==> src/rtl/core/ffa_pkg.sv <==
package ffa_pkg;

  localparam int MAX_EXTENTS_DEF     = 32;
  localparam int PAGE_INDEX_BITS_DEF = 20;

  localparam int BASE_W  = PAGE_INDEX_BITS_DEF;
  localparam int COUNT_W = PAGE_INDEX_BITS_DEF + 1;

  localparam logic [1:0] OP_ADD   = 2'd0;
  localparam logic [1:0] OP_ALLOC = 2'd1;
  localparam logic [1:0] OP_FREE  = 2'd2;
  localparam logic [1:0] OP_NOP   = 2'd3;

  localparam logic [1:0] ST_OK    = 2'd0;
  localparam logic [1:0] ST_NOFIT = 2'd1;
  localparam logic [1:0] ST_FULL  = 2'd2;
  localparam logic [1:0] ST_ZERO  = 2'd3;

  localparam logic [2:0] ACT_NONE   = 3'd0;
  localparam logic [2:0] ACT_INSERT = 3'd1;
  localparam logic [2:0] ACT_TRIM   = 3'd2;
  localparam logic [2:0] ACT_REMOVE = 3'd3;
  localparam logic [2:0] ACT_BOTH   = 3'd4;
  localparam logic [2:0] ACT_FRONT  = 3'd5;
  localparam logic [2:0] ACT_BACK   = 3'd6;

  typedef struct packed {
    logic       en;
    logic [2:0] act;
  } ffa_ctl_t;

endpackage

==> src/rtl/core/ffa_cell.sv <==
module ffa_cell #(
  parameter int SW = 21,
  parameter int LW = 22
) (
  input  logic              clk,
  input  ffa_pkg::ffa_ctl_t ctl,
  input  logic [SW-1:0]     base,
  input  logic [LW-1:0]     cnt,
  input  logic              valid,
  input  logic              le_prev,
  input  logic              le_next,
  input  logic              fit_seen_in,
  input  logic [SW-1:0]     left_start,
  input  logic [LW-1:0]     left_len,
  input  logic [SW-1:0]     right_start,
  input  logic [LW-1:0]     right_len,
  output logic [SW-1:0]     start_q,
  output logic [LW-1:0]     len_q,
  output logic              le,
  output logic              fit_seen_out,
  output logic              hit,
  output logic              front_hit,
  output logic              back_hit
);
  import ffa_pkg::*;

  logic [SW-1:0] start_r, start_nxt;
  logic [LW-1:0] len_r, len_nxt;
  logic          fit, is_pos, is_prev;
  logic [LW+1:0] sum1, sum2;
  logic [LW:0]   end_pg, new_end;

  // le runs down the chain: set only while every cell so far starts at or below base
  assign le      = le_prev && valid && (start_r <= base);
  assign fit     = valid && (len_r >= cnt);
  assign hit     = fit && !fit_seen_in;
  assign fit_seen_out = fit_seen_in | fit;
  assign is_pos  = le_prev && !le;
  assign is_prev = le && !le_next;
  assign end_pg  = (LW+1)'(start_r) + (LW+1)'(len_r);
  assign new_end = (LW+1)'(base) + (LW+1)'(cnt);
  assign front_hit = is_prev && (end_pg == (LW+1)'(base));
  assign back_hit  = is_pos && valid && (new_end == (LW+1)'(start_r));
  assign start_q = start_r;
  assign len_q   = len_r;

  // saturating merged lengths; all-ones stands above any request count
  assign sum1 = (LW+2)'(len_r) + (LW+2)'(cnt);
  assign sum2 = sum1 + (LW+2)'(right_len);

  always_comb begin
    start_nxt = start_r;
    len_nxt   = len_r;
    case (ctl.act)
      ACT_INSERT: begin
        if (is_pos) begin
          start_nxt = base;
          len_nxt   = cnt;
        end else if (!le_prev) begin
          start_nxt = left_start;
          len_nxt   = left_len;
        end
      end
      ACT_TRIM: begin
        if (hit) begin
          start_nxt = start_r + SW'(cnt);
          len_nxt   = len_r - cnt;
        end
      end
      ACT_REMOVE: begin
        if (fit_seen_out) begin
          start_nxt = right_start;
          len_nxt   = right_len;
        end
      end
      ACT_BOTH: begin
        if (is_prev) begin
          len_nxt = (sum2 > (LW+2)'({LW{1'b1}})) ? {LW{1'b1}} : sum2[LW-1:0];
        end else if (!le) begin
          start_nxt = right_start;
          len_nxt   = right_len;
        end
      end
      ACT_FRONT: begin
        if (is_prev) begin
          len_nxt = (sum1 > (LW+2)'({LW{1'b1}})) ? {LW{1'b1}} : sum1[LW-1:0];
        end
      end
      ACT_BACK: begin
        if (is_pos) begin
          start_nxt = base;
          len_nxt   = (sum1 > (LW+2)'({LW{1'b1}})) ? {LW{1'b1}} : sum1[LW-1:0];
        end
      end
      default: begin
      end
    endcase
  end

  always_ff @(posedge clk) begin
    if (ctl.en) begin
      start_r <= start_nxt;
      len_r   <= len_nxt;
    end
  end

endmodule

==> config.mk <==
export PLATFORM = sky130hd
export DESIGN_NAME = ffa_cell
export DESIGN_NICKNAME = d
export VERILOG_FILES = /design/src/rtl/core/ffa_pkg.sv /design/src/rtl/core/ffa_cell.sv
export SDC_FILE = /design/constraint.sdc
export NUM_CORES = 1
export LEC_CHECK = 0
export ABC_CLOCK_PERIOD_IN_PS = 5500
export BUFFER_PORTS_ARGS = -buffer_cell sky130_fd_sc_hd__buf_4
export CORE_MARGIN = 2
export CORE_UTILIZATION = 40
export DETAILED_ROUTE_END_ITERATION = 8
export PLACE_DENSITY = 0.58
export SLEW_MARGIN = 25
export SYNTH_ARGS = -nofsm -noshare
export SYNTH_HDL_FRONTEND = slang
export SYNTH_SLANG_ARGS = --single-unit
==> constraint.sdc <==
create_clock -name clk -period 5.5 [get_ports clk]
set_input_delay 0.275 -clock clk [delete_from_list [all_inputs] [get_ports clk]]
set_output_delay 0.275 -clock clk [all_outputs]
set_load 0.02 [all_outputs]
# Word level (Yosys, flattened, before mapping)
# Cells that the tools add are included.
totals:
  register_bits: 43
  latch_bits: 0
  ramBits: 0
  rom_bits: 0
  input_bits: 138
  elab_cells: 64
  memories: 0
op_classes:
  addsub: 6
  multipliers: 0
  div: 0
  magnitude_cmp: 4
  eq_ne: 16
  shift: 0
  muxes: 19
  bitwise_logic: 1
  n_reduce_logical: 16
op_table:
  columns: ["operator", "count"]
  rows:
  - ["2-to-1 mux 22 bit", 10]
  - ["2-to-1 mux 21 bit", 7]
  - ["case mux 22 bit (6 select lines)", 1]
  - ["case mux 21 bit (5 select lines)", 1]
  - ["adder 21 x 22 -> 23 bit", 2]
  - ["equality test 23 x 21 -> 1 bit", 2]
  - ["adder 23 x 22 -> 24 bit", 1]
  - ["> comparator 24 x 22 -> 1 bit, second input constant", 1]
  - ["adder 22 x 22 -> 23 bit", 1]
  - ["> comparator 23 x 22 -> 1 bit, second input constant", 1]
  - ["greater-or-equal comparator 22 bit", 1]
  - ["subtractor 22 bit", 1]
  - ["adder 21 bit", 1]
  - ["<= comparator 21 bit", 1]
  - ["AND reduction 8 bit", 2]
  - ["!= test 2 bit, second input constant", 6]
  - ["equality test 3 bit, second input constant", 3]
  - ["logical AND 1 bit", 9]
  - ["equality test 3 x 2 -> 1 bit, second input constant", 2]
  - ["!= test 3 bit, second input constant", 2]
  - ["nonzero test 6 bit", 1]
  - ["nonzero test 5 bit", 1]
  - ["equality test 3 x 1 -> 1 bit, second input constant", 1]
  - ["zero test 1 bit", 3]
  - ["bitwise OR 1 bit", 1]

# Depth between registers and ports, before layout
# Gate-level depths: netlist of the first run.
logic_depth:
  word_depth: 6
  mapped_depth: 23

# Worst setup path before layout of the first run
# Ideal clock, no wire load.
synth_path:
  path_kind: "register to register"
  startpoint: "register len_r[7], in the netlist len_q[7]"
  endpoint: "register len_r[21], in the netlist len_q[21] (data pin)"
  arrival_ns: 4.401
  required_time_ns: 5.228
  path_slack_ns: 0.827
  stages_incl_launch_ff: 20
  n_path_buf: 1
  period_less_slack_ns: 4.673
  cell_sequence: "edfxtp_1 -> ha_1 -> buf_2 -> nor2b_1 -> or4_1 -> o22a_2 -> nand2_1 -> and3_1 -> o21bai_1 -> a21oi_1 -> xnor2_1 -> ha_1 -> a21o_1 -> a21o_1 -> a221o_1 -> a31oi_2 -> o221ai_1 -> o21ai_0 -> a31oi_1 -> or4_1"
synth_between:
  elab_chain_len: 6
  elab_cells_between_ends: 12
  cone_classes: "add/sub (3); order compare (2); mux (7)"
synth_rtl:
  columns: ["item", "line", "source"]
  rows:
  - ["from (decl)", "ffa_cell.sv:28", "logic [LW-1:0] len_r, len_nxt;"]
  - ["from (signal assigned)", "ffa_cell.sv:103", "len_r <= len_nxt;"]
  - ["adder 22 x 22 -> 23 bit", "ffa_cell.sv:48", "assign sum1 = (LW+2)'(len_r) + (LW+2)'(cnt);"]
  - ["adder 23 x 22 -> 24 bit", "ffa_cell.sv:49", "assign sum2 = sum1 + (LW+2)'(right_len);"]
  - ["> comparator 24 x 22 -> 1 bit", "ffa_cell.sv:78", "len_nxt = (sum2 > (LW+2)'({LW{1'b1}})) ? {LW{1'b1}} : sum2[LW-1:0];"]
  - ["2-to-1 mux 22 bit", "ffa_cell.sv:78", null]
  - ["2-to-1 mux 22 bit", "ffa_cell.sv:77", "if (is_prev) begin"]
  - ["case mux 22 bit (6 select lines) (*)", "ffa_cell.sv:54", "case (ctl.act)"]
  - ["net len_nxt[21]", "ffa_cell.sv:28", null]
# Mark *: on every way through the listed nets, which the timed path passes. The rest lies on a longest branch. The select of a mux whose other input is x is not followed.
# A chain may end at the register's enable or synchronous reset.

# Worst setup path after layout of the first run
layout_path:
  startpoint: "register len_r[1], in the netlist len_q[1]"
  endpoint: "register len_r[2], in the netlist len_q[2] (data pin)"
# The elaborated chain is that of the path after synthesis.

==> results of run 1 <==
-- cells by family after synthesis --
family / count (synthesis)
AO/OA/AOI/OAI: 507
flip-flops: 43
XOR/XNOR: 132
buffers and inverters: 156
adder cells (fa/ha/maj): 157
multiplexers: 48
AND/OR/NAND/NOR: 411
-- synthesized netlist by cell type, types with 6 or more instances --
cell type / number
o21bai_1: 19
o31ai_1: 8
mux2i_1: 44
nand2b_1: 14
o21a_1: 10
nand2_1: 93
ha_1: 151
a211oi_1: 23
o221ai_1: 12
o221ai_2: 17
o211ai_1: 21
nand4_1: 17
nor2_1: 133
or3_1: 12
and3_1: 8
a21o_1: 31
or2_2: 10
and2_1: 7
inv_1: 90
nor4_1: 9
clkbuf_1: 40
nor2b_1: 21
nand3_1: 40
a31oi_1: 15
o21ai_0: 87
a21oi_1: 160
xnor2_1: 94
a221oi_1: 21
buf_2: 15
xor2_1: 38
a211o_1: 7
nor3_1: 21
o21ai_1: 9
fa_1: 6
edfxtp_1: 43
-- worst max-delay path by stage --
stage | startpoint | end | slack (ps) | cells past startpoint
finish | len_q[1] | len_q[2] | 410 | 21
global route | len_q[1] | len_q[7] | 20 | 21
CTS | len_q[1] | len_q[2] | 460 | 21
detailed placement | len_q[1] | len_q[2] | 480 | 21
global placement | len_q[1] | len_q[0] | 620 | 21
floorplan | len_q[7] | len_q[21] | 830 | 19
-- power breakdown --
| group | internal [uW] | switching, uW |
|---|---|---|
| sequential | 411 | 68.8 |
| clock | 213 | 160 |
| combinational | 853 | 1210 |
| total | 1480 | 1440 |
-- state kept, by name, indices dropped and copies added, names as in the netlist --
signal and flops:
len_q 22, start_q 21
-- worst max-delay path, delay by kind of cell (launching register included) --
family                   cells  cell delay (ps)
AO/OA/AOI/OAI               11             2230
XOR/XNOR                     1              230
adder cells (fa/ha/maj)      2              780
buffers and inverters        2              360
flip-flops                   1              520
AND/OR/NAND/NOR              5              700
-- per-layer routing --
metal | track usage (%) | vias up | wire length (um)
met1 | 43.2 | 5737 | 20500
li1 | - | 5707 | -
met5 | 0 | - | 0
met3 | 3.70 | 47 | 3390
met4 | 6.80 | 0 | 895
met2 | 50.2 | 516 | 20300
-- final cells by class --
class	instances	area (sq um)	area share, %
well taps	372	465	3.58
clock buffers	5	125	0.964
multi-input cells	1255	9210	70.9
repair buffers	202	1520	11.7
clock inverters	3	38.8	0.299
flip-flops and latches	43	1290	9.94
inverters	91	342	2.63
-- per-stage QoR --
step | setup slack [ps] | cells | total power (uW)
after floorplan | 827 | 1454 | 1920
after global placement | 615 | 1963 | 2500
after detailed placement | 485 | 1963 | 2510
after CTS | 465 | 1971 | 2900
after global routing | 24.1 | 1971 | 3130
final | 412 | 1971 | 2910
==> flow_summary.ini, run 1 <==
[detailed_routing]
drtIter0Drc = 1198
first_pass_iters = 7
wire_per_inst_um = 22.9
drt.antenna.violating_nets = 0
dr_total_vias = 12007
wirelength_um = 45000
viasPerCell = 6.09
post-route-drc-count = 0

[die]
fp.dieH_um = 170
num_rows = 60
core_sq_um = 27100
initial_core_util_pct = 40.9
dieWidth_um = 170
pin_count = 186
die-area_sq_um = 29100

[cells_and_area]
final_cell_mix = 202 x buf_4, 160 x a21oi_1, 151 x ha_1
area_growth_syn_to_layout_pct = 17.1
layout_commonest_cell = buf_4
nNetsFinal = 1893
drive_above_1_share_pct = 17.1
final_area_sq_um = 13000
diodes = 0
fillers = 2711
final_core_util_pct = 47.9

[worst_setup_path]
end_kind = flip-flop
crit_fanout = 18
reg2reg_to = len_q[2]
critPathLaunchType = flip-flop
slowest_delay_ps = 520
crit_arrival_ps = 5140
r2r_slack_ps = 410
crit_slowest_cell = edfxtp_1
critical_path_class = flip-flop to flip-flop
reg2regPathDepth = 21
path_cells = inv_1, fa_1, nor2_1, o311a_1, o22a_2, nand2_1, and3_1, o21bai_1, a21oi_1, xnor2_1, ha_1, a21o_1, a21o_1, a221o_1, a31oi_2, o221ai_1, nor3_2, o21ai_2, buf_4, o221ai_1, nand2_1
r2r-start = len_q[1]
crit_required_ps = 5560

[grt]
grt_pass1_vias = 11538
grt-ovfl-total = 0
globalRouteTotalUtil_pct = 30.7
grt_pass1_wl_um = 68100
grt_max_degree = 60
antenna_found_initial = 0

[pwr]
p_leak_uw = 0.00570
ir_drop_uv = 129
power_per_cell_area_nw_per_um2 = 224

[min_path]
hold_end = len_q[11]
hp-start = right_len[11]
holdPathStages = 3
hold_class = input port to flip-flop

[clock_network]
cts_tree = built
h-tree-depth = 2
cts_sinks = 43
clock_latency_ps = 310
clk_pin_slew_worst_paths_ps = 80
cts.repair.resized = 0
cts_setup_buffers = 0
cts_buffers = 5
clockBufferDepth = 2
clock-root-buffer = clkbuf_16
postCtsHoldBufs = 0

[synthesis]
yosys.area.top_type = ha_1
synthTopCellsByArea = ha_1 17%, edfxtp_1 12%, xnor2_1 7.4%
synth_edf_count = 43
synth_mux_area_share_pct = 4.51
synth_fp_nets = 1749
ys_ff_latch = 43
synthSimpleGateAreaFrac_pct = 18.2
synth_top_family_by_area = compound AO/OA/AOI/OAI gates
async_flop_share_pct = 0
synthCells = 1454
synth_fa_ha_area_share_pct = 18.1
synth_xor_area_share_pct = 10.4
synth_top_area_share_pct = 17.0
postSynthAreaPerCell_sq_um = 7.63
yosys_warnings = 0
netlist_area_sq_um = 11100
ys.flop_type = edfxtp_1
synth_compound_area_share_pct = 31.4
ys_seq_area_share_pct = 11.6
yosysUniqueCellTypes = 100

[timing]
holdWs_ps = 293
clock.fmax_ghz = 0.197
setup_violations = 0
drv_slew = 0
hold_viol_final = 0
min_period_ps = 5090
slew_headroom_pct = 34.6
period_share_pct = 92.5
grt_setup_unrepaired = false
worstMarginPinSlew_ps = 981
fin_setup_tns_ps = 0
finClkSkew_ps = 9.90

[run]
drv_cap = 0

[placed_design]
numPortBuffers = 185
gp_congestion = 0.986
post_dp_cell_area_sq_um = 12800
dp_hpwl_um = 36500

[outcome]
status = finished clean
No activity file was read; power rests on OpenSTA's default activity.
==> run 2: changes to the inputs <==
--- a/config.mk
+++ b/config.mk
@@ -7,7 +7,6 @@
 export LEC_CHECK = 0
 export ABC_CLOCK_PERIOD_IN_PS = 5500
 export BUFFER_PORTS_ARGS = -buffer_cell sky130_fd_sc_hd__buf_4
-export CORE_MARGIN = 2
 export CORE_UTILIZATION = 40
 export DETAILED_ROUTE_END_ITERATION = 8
 export PLACE_DENSITY = 0.58
==> run 2 against run 1 <==
  * Total power shrank 1.4%
  * Critical endpoint unchanged
  * Register-to-register slack gained 30 ps
  * Count of clock-buffer cells in the layout up 2
  * Sequential share of layout area about the same
  * Via count is 1.6% lower
==> flow_summary.ini, run 2 (synthesis gave the netlist of run 1 again) <==
[outcome]
status = finished clean

[cells_and_area]
multi_input_area_sq_um = 9210
fillers = 2753
layout_commonest_cell = buf_4
final_cell_mix = 203 x buf_4, 160 x a21oi_1, 151 x ha_1
largest_reg_flops = 22
ff_latch_area_sq_um = 1290
drive_above_1_share_pct = 17.1
nNetsFinal = 1895
area_growth_syn_to_layout_pct = 17.1
final_area_sq_um = 13000

[detailed_routing]
drt.antenna.violating_nets = 0
first_pass_iters = 5
post-route-drc-count = 0
wire_per_inst_um = 22.7
viasPerCell = 5.99
dr_total_vias = 11817
wirelength_um = 44800
drtIter0Drc = 924

[timing]
hold_viol_final = 0
holdWs_ps = 291
drv_slew = 0
finClkSkew_ps = 5.64
worstMarginPinSlew_ps = 966
fin_setup_tns_ps = 0
grt_setup_unrepaired = false
slew_headroom_pct = 35.6
clock.fmax_ghz = 0.198
min_period_ps = 5060
setup_violations = 0
period_share_pct = 92.0

[worst_setup_path]
reg2regPathDepth = 21
r2r_slack_ps = 440
critPathLaunchType = flip-flop
crit_required_ps = 5560
reg2reg_to = len_q[2]
critical_path_class = flip-flop to flip-flop
crit_arrival_ps = 5120
r2r-start = len_q[1]
crit_fanout = 19
end_kind = flip-flop
critical_path.startpoint = len_q[1]
endpoint = len_q[2]

[clock_network]
clock_latency_ps = 310
cts.repair.resized = 0
cts_sinks = 43
clockBufferDepth = 2
cts_tree = built
clock-root-buffer = clkbuf_16
cts_buffers = 5
cts_setup_buffers = 0
postCtsHoldBufs = 0
clk_pin_slew_worst_paths_ps = 70
h-tree-depth = 2

[grt]
grt_pass1_vias = 11380
antenna_found_initial = 0
grt_pass1_wl_um = 67200
globalRouteTotalUtil_pct = 31.2
grt-ovfl-total = 0
grt_max_degree = 58

[min_path]
hold_class = input port to flip-flop

[placed_design]
gp_congestion = 0.999
post_dp_cell_area_sq_um = 12800
dp_hpwl_um = 36300
numPortBuffers = 185

[die]
num_rows = 60
initial_core_util_pct = 40.9
fp.dieH_um = 168
pin_count = 186
die-area_sq_um = 28400
dieWidth_um = 168
core_sq_um = 27100

[pwr]
p_leak_uw = 0.00570
power_per_cell_area_nw_per_um2 = 221
ir_drop_uv = 134

[run]
drv_cap = 0
run 2: changes by cell type in the layout (fill, tap and decap cells not counted):
cell,previous run,this run
bufinv_16,1,0
buf_4,202,203
diode_2,0,1
clkbuf_1,0,2
buf_12,0,1
clkinv_1,1,0
run 2: worst min path at each step:
stage / start / to / slack (ps) / cells past startpoint
floorplan: right_len[16] / len_q[16] / 470 / 2
global placement: right_len[16] / len_q[16] / 600 / 3
detailed placement: right_len[16] / len_q[16] / 600 / 3
CTS: right_len[16] / len_q[16] / 280 / 3
global route: right_len[10] / len_q[10] / 320 / 3
finish: right_len[16] / len_q[16] / 290 / 3
run 2: power breakdown:
| group | internal, uW | total (uW) | switching (uW) |
|---|---|---|---|
| clock network | 169 | 326 | 156 |
| registers | 411 | 480 | 68.3 |
| logic | 854 | 2070 | 1210 |
| total | 1430 | 2870 | 1440 |
run 2: final cells by class:
type | instances | share of cell area [%]
timing repair buffer | 204 | 11.9
sequential | 43 | 9.94
antenna | 1 | 0.0193
tap | 372 | 3.58
inverter | 91 | 2.63
clock buffer | 7 | 1.02
clock inverter | 1 | 0.0385
multi-input combinational | 1255 | 70.9
run 2: metal layers:
layer | share of wire [%] | vias up | GRT usage (%)
met1 | 46 | 5555 | 43.1
li1 | - | 5707 | -
met2 | 44 | 497 | 49.7
met3 | 7.1 | 58 | 4.47
met5 | 0 | - | 0
met4 | 3.0 | 0 | 10.5
run 2: worst max-delay path, cell delays in order, from the launching register on:
cell and delay (ps):
edfxtp_1 530, inv_1 100, fa_1 430, nor2_1 170, o311a_1 260, o22a_2 180
nand2_1 50, and3_1 200, o21bai_1 140, a21oi_1 100, xnor2_1 230, ha_1 350
a21o_1 210, a21o_1 180, a221o_1 350, a31oi_2 250, o221ai_1 210, nor3_2 200
o21ai_2 90, buf_4 250, o221ai_1 240, nand2_1 80
run 2: metrics by stage:
stage / setup slack [ps] / utilization, % / instances / total power, uW
2_1_floorplan: 827 / - / 1454 / 1920
3_3_place_gp: 620 / 47.4 / 1965 / 2510
3_5_place_dp: 486 / 47.4 / 1965 / 2520
4_1_cts: 470 / 47.9 / 1973 / 2850
5_1_grt: 44.2 / 47.9 / 1973 / 3080
6_report: 440 / 47.9 / 1974 / 2870
==> run 3: changes to the inputs <==
--- a/config.mk
+++ b/config.mk
@@ -7,9 +7,10 @@
 export LEC_CHECK = 0
 export ABC_CLOCK_PERIOD_IN_PS = 5500
 export BUFFER_PORTS_ARGS = -buffer_cell sky130_fd_sc_hd__buf_4
-export CORE_UTILIZATION = 40
+export CORE_UTILIZATION = 60
 export DETAILED_ROUTE_END_ITERATION = 8
-export PLACE_DENSITY = 0.58
+export HOLD_SLACK_MARGIN = 0.08
+export PLACE_DENSITY = 0.82
 export SLEW_MARGIN = 25
 export SYNTH_ARGS = -nofsm -noshare
 export SYNTH_HDL_FRONTEND = slang
==> run 3 against run 2 <==
  * Worst setup slack got worse by 93 ps
  * Die area fell by 33%
  * First-iteration DRC count rose by 58%
  * Largest power group unchanged
  * Critical path type unchanged
  * Highest routed layer is now met5
==> flow_summary.ini, run 3 (synthesis gave the netlist of run 1 again) <==
[grt]
globalRouteTotalUtil_pct = 42.7
grt-ovfl-total = 0
grt_pass1_vias = 11239
grt_pass1_wl_um = 61500
grt_max_degree = 60
antenna_found_initial = 1

[timing]
worstMarginPinSlew_ps = 1030
period_share_pct = 93.7
clock.fmax_ghz = 0.194
setup_violations = 0
hold_viol_final = 0
slew_headroom_pct = 30.8
fin_setup_tns_ps = 0
min_period_ps = 5150
drv_slew = 0
grt_setup_unrepaired = false
finClkSkew_ps = 10.2

[cells_and_area]
nNetsFinal = 1889
ff_latch_area_sq_um = 1290
final_cells = 1823
area_growth_syn_to_layout_pct = 15.1
layout_commonest_cell = buf_4
drive_above_1_share_pct = 16.8
multi_input_area_sq_um = 9210
fillers = 1528
final_cell_mix = 197 x buf_4, 160 x a21oi_1, 151 x ha_1
diodes = 0
largest_reg_flops = 22

[clock_network]
h-tree-depth = 2
cts_tree = built
clock-root-buffer = clkbuf_16
cts.repair.resized = 0
cts_buffers = 5
cts_setup_buffers = 0
clk_pin_slew_worst_paths_ps = 70
clock_latency_ps = 310
cts_sinks = 43
clockBufferDepth = 2
postCtsHoldBufs = 0

[die]
initial_core_util_pct = 61.5
fp.dieH_um = 138
die-area_sq_um = 19000
core_sq_um = 18000
pin_count = 186
num_rows = 49
dieWidth_um = 138

[detailed_routing]
first_pass_iters = 5
viasPerCell = 6.72
dr_total_vias = 12252
drtIter0Drc = 1461
post-route-drc-count = 0
drt.antenna.violating_nets = 0
wire_per_inst_um = 22.4
wirelength_um = 40900

[worst_setup_path]
r2r_slack_ps = 350
critPathLaunchType = flip-flop
end_kind = flip-flop
critical_path_class = flip-flop to flip-flop
reg2regPathDepth = 20
crit_fanout = 18
r2r-start = len_q[7]
crit_arrival_ps = 5210
endpoint = len_q[1]
crit_required_ps = 5550
reg2reg_to = len_q[1]
critical_path.startpoint = len_q[7]

[pwr]
power_per_cell_area_nw_per_um2 = 222
ir_drop_uv = 185
p_leak_uw = 0.00567

[placed_design]
dp_hpwl_um = 32600
numPortBuffers = 185
dp_cells = 1816
gp_congestion = 1.03

[run]
drv_cap = 0

[min_path]
hold_class = input port to flip-flop

[outcome]
status = finished clean
[run 3: cell types whose count changed in the layout (fill, tap and decap cells not counted)]
| cell | before | now |
|---|---|---|
| clkbuf_1 | 2 | 0 |
| clkinv_1 | 0 | 1 |
| diode_2 | 1 | 0 |
| buf_4 | 203 | 197 |
[run 3: worst max-delay path, cell delays in order, from the launching register on]
cell      delay, ps
edfxtp_1        460
ha_1            520
nor2b_1          70
or4_1           460
o22a_2          250
nand2_1          60
and3_1          190
o21bai_1         70
a21oi_1         190
xnor2_1         180
ha_1            350
a21o_1          210
a21o_1          170
a221o_1         350
a31oi_2         250
o221ai_1        220
nor3_2          210
o21ai_2         110
buf_4           250
o221ai_1        220
nand2_1          80
[run 3: per-layer routing]
metal | GRT usage [%] | vias up | share of wire [%]
met1 | 56.5 | 5719 | 40
li1 | - | 5699 | -
met2 | 67.2 | 735 | 44
met4 | 16.7 | 2 | 3.7
met3 | 9.32 | 97 | 12
met5 | 0 | - | 0.044
[run 3: layout make-up]
class,count,share of cell area (%)
sequential,43,10.1
inverter,91,2.68
timing repair buffer,198,11.7
tap,229,2.25
clock buffer,5,0.981
clock inverter,2,0.0686
multi-input combinational,1255,72.2
[run 3: worst min-delay path by stage]
stage           endpoint           from  slack, ps  depth (start not counted)
2_1_floorplan  len_q[16]  right_len[16]        470                          2
3_3_place_gp   len_q[16]  right_len[16]        590                          3
3_5_place_dp   len_q[16]  right_len[16]        600                          3
4_1_cts        len_q[10]  right_len[10]        290                          3
5_1_grt        len_q[10]  right_len[10]        310                          3
6_report       len_q[16]  right_len[16]        300                          3
[run 3: report_power, final]
part           internal, uW  leakage, uW  switching, uW  total, uW
Combinational           849      0.00520           1190       2040
Clock                   165    0.0000671            152        316
Sequential              412     0.000405           68.3        480
[run 3: metrics by stage]
step                      area (sq um)  total power (uW)  setup slack, ps  utilization, %  hold WS (ps)
after floorplan                  11100              1920              827               -           469
after global placement           12600              2430              557            70.0           594
after detailed placement         12600              2470              369            70.0           600
after CTS                        12800              2790              331            70.8           293
after global routing             12800              3020             50.8            70.8           314
final                            12800              2840              347            70.8           299
